[config.mk]
export PLATFORM = sky130hd
export DESIGN_NAME = ip_fragment_order_reverser
export DESIGN_NICKNAME = d
export VERILOG_FILES = /design/src/rtl/core/ifor_pkg.sv /design/src/rtl/core/ifor_ctrl.sv /design/src/rtl/core/ifor_datapath.sv /design/src/rtl/core/ip_fragment_order_reverser.sv
export SDC_FILE = /design/constraint.sdc
export NUM_CORES = 1
export LEC_CHECK = 0
export BUFFER_PORTS_ARGS = -buffer_cell sky130_fd_sc_hd__buf_4
export CORE_ASPECT_RATIO = 0.75
export CORE_MARGIN = 5
export CORE_UTILIZATION = 55
export DETAILED_ROUTE_END_ITERATION = 16
export MAX_ROUTING_LAYER = met4
export PLACE_DENSITY_LB_ADDON = 0.15
export SLEW_MARGIN = 30
export SYNTH_ARGS = -nofsm -noshare
export SYNTH_HDL_FRONTEND = slang
export SYNTH_SLANG_ARGS = --single-unit
[constraint.sdc]
create_clock -name clk -period 5.5 [get_ports clk]
set_clock_uncertainty 0.05 [all_clocks]
set_input_delay 0.825 -clock clk [delete_from_list [all_inputs] [get_ports clk]]
set_output_delay 0.825 -clock clk [all_outputs]
set_load 0.01 [all_outputs]
[src/rtl/core/ifor_pkg.sv]
// Shared constants and control types for the IP fragment order reverser.
package ifor_pkg;

  localparam int POOL_DEPTH = 32;
  localparam int ADDR_W     = (POOL_DEPTH > 1) ? $clog2(POOL_DEPTH) : 1;
  localparam int CNT_W      = $clog2(POOL_DEPTH + 1);
  localparam int LIMIT_W    = 6;
  localparam int CMP_W      = (CNT_W > LIMIT_W) ? CNT_W : LIMIT_W;
  localparam int HANDLE_W   = 16;
  localparam int LENGTH_W   = 14;
  localparam int DESC_W     = HANDLE_W + LENGTH_W;

  localparam logic [15:0] ETH_IPV4    = 16'h0800;
  localparam logic [15:0] ETH_IPV6    = 16'h86DD;
  localparam logic [15:0] V4_MF       = 16'h2000;
  localparam logic [15:0] V4_OFF      = 16'h1FFF;
  localparam logic [7:0]  V6_FRAG_HDR = 8'd44;
  localparam logic [LIMIT_W-1:0] LIMIT_RESET = LIMIT_W'(32);

  typedef struct packed {
    logic push;        // store the input descriptor on the stack
    logic load_in;     // put the input descriptor in the output register
    logic in_last;     // run_last for a loaded input descriptor
    logic rd_en;       // pop: read the top entry and decrement the count
    logic load_store;  // put the popped descriptor in the output register
  } ifor_cmd_t;

  typedef struct packed {
    logic is_frag;
    logic more;
    logic full;
    logic count_zero;
    logic out_free;
  } ifor_status_t;

endpackage

[src/rtl/core/ifor_ctrl.sv]
// Controller state machine: accepts beats and sequences the stack flush.
module ifor_ctrl import ifor_pkg::*; (
  input  logic         clk,
  input  logic         rst,
  input  logic         in_valid,
  output logic         in_stall,
  input  ifor_status_t status,
  output ifor_cmd_t    cmd
);

  typedef enum logic [2:0] {
    ST_IDLE = 3'b001,
    ST_READ = 3'b010,
    ST_EMIT = 3'b100
  } state_t;

  state_t state, state_next;
  logic   accept;

  assign in_stall = !((state == ST_IDLE) && status.out_free);
  assign accept   = in_valid && !in_stall;

  always_comb begin
    state_next = state;
    cmd        = '0;
    unique case (state)
      ST_IDLE: begin
        if (accept) begin
          if (!status.is_frag || (status.more && status.full)) begin
            cmd.load_in = 1'b1;
            cmd.in_last = 1'b1;
          end else if (status.more) begin
            cmd.push = 1'b1;
          end else begin
            cmd.load_in = 1'b1;
            cmd.in_last = status.count_zero;
            if (!status.count_zero) state_next = ST_READ;
          end
        end
      end
      ST_READ: begin
        cmd.rd_en  = 1'b1;
        state_next = ST_EMIT;
      end
      ST_EMIT: begin
        if (status.out_free) begin
          cmd.load_store = 1'b1;
          state_next     = status.count_zero ? ST_IDLE : ST_READ;
        end
      end
      default: state_next = ST_IDLE;
    endcase
  end

  always_ff @(posedge clk) begin
    if (rst) begin
      state <= ST_IDLE;
    end else begin
      state <= state_next;
    end
  end

endmodule

[src/rtl/core/ifor_datapath.sv]
// Datapath: header decode, descriptor stack, count, limit register and output register.
module ifor_datapath import ifor_pkg::*; (
  input  logic                clk,
  input  logic                rst,
  input  logic                cfg_write_en,
  input  logic [LIMIT_W-1:0]  cfg_write_data,
  input  logic [15:0]         ethertype,
  input  logic [15:0]         ipv4_frag_word,
  input  logic [7:0]          ipv6_next_header,
  input  logic [15:0]         ipv6_frag_word,
  input  logic [HANDLE_W-1:0] packet_handle,
  input  logic [LENGTH_W-1:0] packet_length,
  input  ifor_cmd_t           cmd,
  output ifor_status_t        status,
  output logic                out_valid,
  input  logic                out_stall,
  output logic [HANDLE_W-1:0] out_handle,
  output logic [LENGTH_W-1:0] out_length,
  output logic                from_store,
  output logic                run_last
);

  logic [DESC_W-1:0]  mem [POOL_DEPTH];
  logic [DESC_W-1:0]  rd_data;
  logic [CNT_W-1:0]   count;
  logic [CNT_W-1:0]   count_dec;
  logic [LIMIT_W-1:0] pool_limit;
  logic               is_v4_frag;
  logic               is_v6_frag;

  assign is_v4_frag = (ethertype == ETH_IPV4) && ((ipv4_frag_word & (V4_MF | V4_OFF)) != '0);
  assign is_v6_frag = (ethertype == ETH_IPV6) && (ipv6_next_header == V6_FRAG_HDR);
  assign count_dec  = count - CNT_W'(1);

  always_comb begin
    status.is_frag    = is_v4_frag || is_v6_frag;
    status.more       = is_v4_frag ? ((ipv4_frag_word & V4_MF) != '0) : ipv6_frag_word[0];
    // The effective limit is the smaller of the register and the stack depth.
    status.full       = (CMP_W'(count) >= CMP_W'(pool_limit)) ||
                        (count >= CNT_W'(POOL_DEPTH));
    status.count_zero = (count == '0);
    status.out_free   = !out_valid || !out_stall;
  end

  always_ff @(posedge clk) begin
    if (rst) begin
      pool_limit <= LIMIT_RESET;
    end else if (cfg_write_en) begin
      pool_limit <= cfg_write_data;
    end
  end

  always_ff @(posedge clk) begin
    if (rst) begin
      count <= '0;
    end else if (cmd.push) begin
      count <= count + CNT_W'(1);
    end else if (cmd.rd_en) begin
      count <= count_dec;
    end
  end

  always_ff @(posedge clk) begin
    if (cmd.push) begin
      mem[count[ADDR_W-1:0]] <= {packet_handle, packet_length};
    end
    if (cmd.rd_en) begin
      rd_data <= mem[count_dec[ADDR_W-1:0]];
    end
  end

  always_ff @(posedge clk) begin
    if (rst) begin
      out_valid <= 1'b0;
    end else if (cmd.load_in || cmd.load_store) begin
      out_valid <= 1'b1;
    end else if (!out_stall) begin
      out_valid <= 1'b0;
    end
  end

  always_ff @(posedge clk) begin
    if (cmd.load_in) begin
      out_handle <= packet_handle;
      out_length <= packet_length;
      from_store <= 1'b0;
      run_last   <= cmd.in_last;
    end else if (cmd.load_store) begin
      out_handle <= rd_data[DESC_W-1:LENGTH_W];
      out_length <= rd_data[LENGTH_W-1:0];
      from_store <= 1'b1;
      // The count has already been decremented for this entry.
      run_last   <= (count == '0);
    end
  end

endmodule

[src/rtl/core/ip_fragment_order_reverser.sv]
// Top level of the IP fragment order reverser: controller and datapath.
//
//   Channel   Direction  Handshake             Payload
//   input     in         in_valid / in_stall   ethertype .. packet_length
//   output    out        out_valid / out_stall out_handle, out_length, from_store, run_last
//   config    in         cfg_write_en          cfg_write_data (pool_limit)
//
// A beat is taken when the controller is idle and the output register is free; a push gives no result.
// A last fragment then flushes the stack one stored entry at a time: a registered memory
// read, then the load of the output register, per entry; new beats stall until it ends.
// Synchronous reset empties the stack count and sets pool_limit to 32; stack contents
// are not cleared. A stall on the output holds the output register and the flush.
module ip_fragment_order_reverser import ifor_pkg::*; (
  input  logic                clk,
  input  logic                rst,
  input  logic                cfg_write_en,
  input  logic [LIMIT_W-1:0]  cfg_write_data,
  input  logic                in_valid,
  output logic                in_stall,
  input  logic [15:0]         ethertype,
  input  logic [15:0]         ipv4_frag_word,
  input  logic [7:0]          ipv6_next_header,
  input  logic [15:0]         ipv6_frag_word,
  input  logic [HANDLE_W-1:0] packet_handle,
  input  logic [LENGTH_W-1:0] packet_length,
  output logic                out_valid,
  input  logic                out_stall,
  output logic [HANDLE_W-1:0] out_handle,
  output logic [LENGTH_W-1:0] out_length,
  output logic                from_store,
  output logic                run_last
);

  ifor_cmd_t    cmd;
  ifor_status_t status;

  ifor_ctrl u_ctrl (
    .clk      (clk),
    .rst      (rst),
    .in_valid (in_valid),
    .in_stall (in_stall),
    .status   (status),
    .cmd      (cmd)
  );

  ifor_datapath u_datapath (
    .clk              (clk),
    .rst              (rst),
    .cfg_write_en     (cfg_write_en),
    .cfg_write_data   (cfg_write_data),
    .ethertype        (ethertype),
    .ipv4_frag_word   (ipv4_frag_word),
    .ipv6_next_header (ipv6_next_header),
    .ipv6_frag_word   (ipv6_frag_word),
    .packet_handle    (packet_handle),
    .packet_length    (packet_length),
    .cmd              (cmd),
    .status           (status),
    .out_valid        (out_valid),
    .out_stall        (out_stall),
    .out_handle       (out_handle),
    .out_length       (out_length),
    .from_store       (from_store),
    .run_last         (run_last)
  );

endmodule
==> reports/qor.yml <==
status: "completed"
peakVddDrop_mv: 0.267
synth_flop_cell: "edfxtp_1"
die_w_um: 321
gr-total-overflow: 0
synth_cells: 1654
fin_crit_ns: 4.26
ios: 131
floorplan.initialDensity_pct: 55.6
grt_pass1_wl_um: 129000
drtIter0Drc: 2187
syn_to_final_growth_pct: 14.1
grt.total_usage_pct: 23.6
cp_slowest_stage_delay_ns: 0.75
crit_arrival_ns: 4.55
power.density_mw_per_mm2: 344
end_kind: "register"
synth_area_sq_mm: 0.0399
yosysWarnings: 0
drv_cap: 0
cts_setup_buffers: 0
die_y_um: 243
worstPathCellList: "inv_1, ha_1, nor2b_1, o21ai_1, a211oi_1, and2_1, nand2_1, nor2_4, buf_12"
fill_cells: 4722
synth_area_per_cell_sq_um: 24.1
fmax_mhz: 235
ant_nets: 0
start_kind: "register"
via_per_inst: 6.26
yosysSeqAreaShare_pct: 77.7
worst_path_max_delay_cell: "dfxtp_4"
grt_max_degree: 96
hold_violations: 0
synth.distinct_cells: 51
layoutNonFillerInstCount: 2880
setup_tns_ns: 0
path_clk_slew_ns: 0.06
core_sq_mm: 0.0718
cts_tree: "yes"
wirelength_um: 88800
critPathTopFamily: "simple AND/OR/NAND/NOR gates"
place_inst: 2703
crit_buf_inv: 2
slew_headroom_pct: 34.3
rsz0062_at_grt: "no"
drv_slew: 0
cts_max_level: 3
ctsResizeCount: 0
first_global_vias: 18395
io_buffers: 113
critPathRequiredTime_ns: 5.79
worst_pin_slew_ns: 0.983
gp_congestion: 0.793
nets: 1951
async_flop_share_pct: 0
clock-sinks: 1038
mostFrequentLayoutCells: "edfxtp_1 (1021), mux4_2 (300), buf_4 (162)"
die_area_sq_mm: 0.0781
cts_buffer_depth: 3
period_share_pct: 77.5
rows: 85
dr.pass1.iters: 5
hold_path_class: "input port to register"
worstSetupPathType: "register to register"
synth_fp_nets: 1761
cts_hold_buf: 0
crit_fanout: 29
drive_gt1_share_pct: 35.1
final_common_cell: "edfxtp_1"
p_leak_nw: 13.9
dp.final_hpwl_um: 48000
insertion_delay_ns: 0.65
clockRootBuffer: "clkbuf_16"
antenna_found_initial: 0
tritoncts.num_buffers: 95
synth-edff-count: 1021
ys_seq_elements: 1038
vias: 18020
report.final.setup_viol: 0
post_drt_wl_per_cell_um: 30.8
drc_errors: 0
[Yosys cell counts, drive strengths merged, types with 2 or more instances]
master / count / area (sq um)
or3b: 4 / 35.0
dfxtp: 17 / 340
mux2i: 6 / 60.1
nor2: 46 / 173
xor2: 2 / 17.5
nand2b: 4 / 25.0
nand4: 3 / 18.8
xnor2: 5 / 43.8
nand3b: 2 / 15.0
mux4: 300 / 6760
inv: 8 / 30.0
clkbuf: 44 / 165
mux2: 60 / 676
edfxtp: 1021 / 30700
nand3: 7 / 35.0
a21o: 2 / 15.0
nor4: 7 / 43.8
and2: 2 / 12.5
and4: 2 / 17.5
or3: 2 / 12.5
nor3: 2 / 10.0
o211ai: 2 / 15.0
ha: 10 / 125
a211oi: 5 / 37.5
nor3b: 3 / 27.5
or2: 2 / 12.5
o21ai: 3 / 15.0
buf: 38 / 257
nor4b: 2 / 17.5
nand2: 18 / 67.6
a31oi: 3 / 18.8
a21oi: 11 / 55.1
[registers in the layout, indices dropped and copies added, names as in the netlist]
name / cells
u_datapath.mem: 960
u_datapath.rd_data: 30
u_datapath.out_handle: 16
u_datapath.out_length: 14
u_datapath.count: 6
u_datapath.pool_limit: 6
u_ctrl.state: 3
u_datapath.from_store: 1
u_datapath.out_valid: 1
u_datapath.run_last: 1
[final timing paths]
kind / startpoint / endpoint / slack [ns] / depth (start not counted)
setup / recovery: u_datapath.count[0] / u_datapath.mem[12][9] / 1.24 / 9
hold / removal: cfg_write_data[5] / u_datapath.pool_limit[5] / 0.36 / 3
setup reg to reg: u_datapath.count[0] / u_datapath.mem[12][9] / 1.24 / 9
hold reg to reg: u_datapath.pool_limit[3] / u_datapath.pool_limit[3] / 0.45 / 2
[tightest hold or removal path, delay by kind of cell]
family | cells | cell delay (ns)
buffers and inverters | 1 | 0.08
and+or+nand+nor | 1 | 0.04
AOI/OAI and AO/OA | 1 | 0.08
[metal layers]
metal / vias to the layer above / track usage, % / routed length, um
li1: 7494 / - / -
met1: 9791 / 34.8 / 38400
met2: 630 / 36.7 / 43700
met3: 105 / 3.25 / 5330
met4: 0 / 4.67 / 1350
met5: - / - / 0
[where the power goes]
group | leakage [nW] | internal (mW) | total (mW) | switching, mW
Sequential | 9.33 | 8.72 | 8.74 | 0.0164
Combinational | 3.03 | 0.149 | 0.404 | 0.255
Clock | 1.50 | 3.78 | 6.54 | 2.76
[per-stage QoR]
stage	power (mW)	instance area, sq um	setup slack, ns	util [%]	hold WS (ns)
3_5_place_dp	9.32	42400	1.20	59.1	0.425
6_report	15.7	45500	1.24	63.4	0.359
2_1_floorplan	9.06	39900	1.51	-	0.410
3_3_place_gp	9.30	42400	1.23	59.1	0.419
5_1_grt	16.2	45500	0.989	63.4	0.358
4_1_cts	15.8	45500	1.21	63.4	0.333
[cell type report]
type | instances | area, sq um | area share (%)
Sequential cell | 1038 | 31000 | 68.1
Multi-Input combinational cell | 525 | 8750 | 19.2
Clock buffer | 123 | 2590 | 5.69
Timing Repair Buffer | 175 | 1470 | 3.22
Tap cell | 957 | 1200 | 2.63
Clock inverter | 50 | 487 | 1.07
Inverter | 9 | 33.8 | 0.0742
Antenna cell | 3 | 7.51 | 0.0165
[kinds of logic (layout without fill, tap and decap cells)]
kind of cell               Yosys count  in the layout  synth area share, %
DFF                               1038           1038                 77.7
muxes                              366            366                 18.8
and+or+nand+nor                    111            111                 1.41
buffers and inverters               91            357                 1.14
AOI/OAI and AO/OA                   31             31                0.496
adders and majority gates           10             10                0.314
xor gates and xnor gates             7              7                0.154
other                                0              3                    0
(Power assumes the default switching activity.)
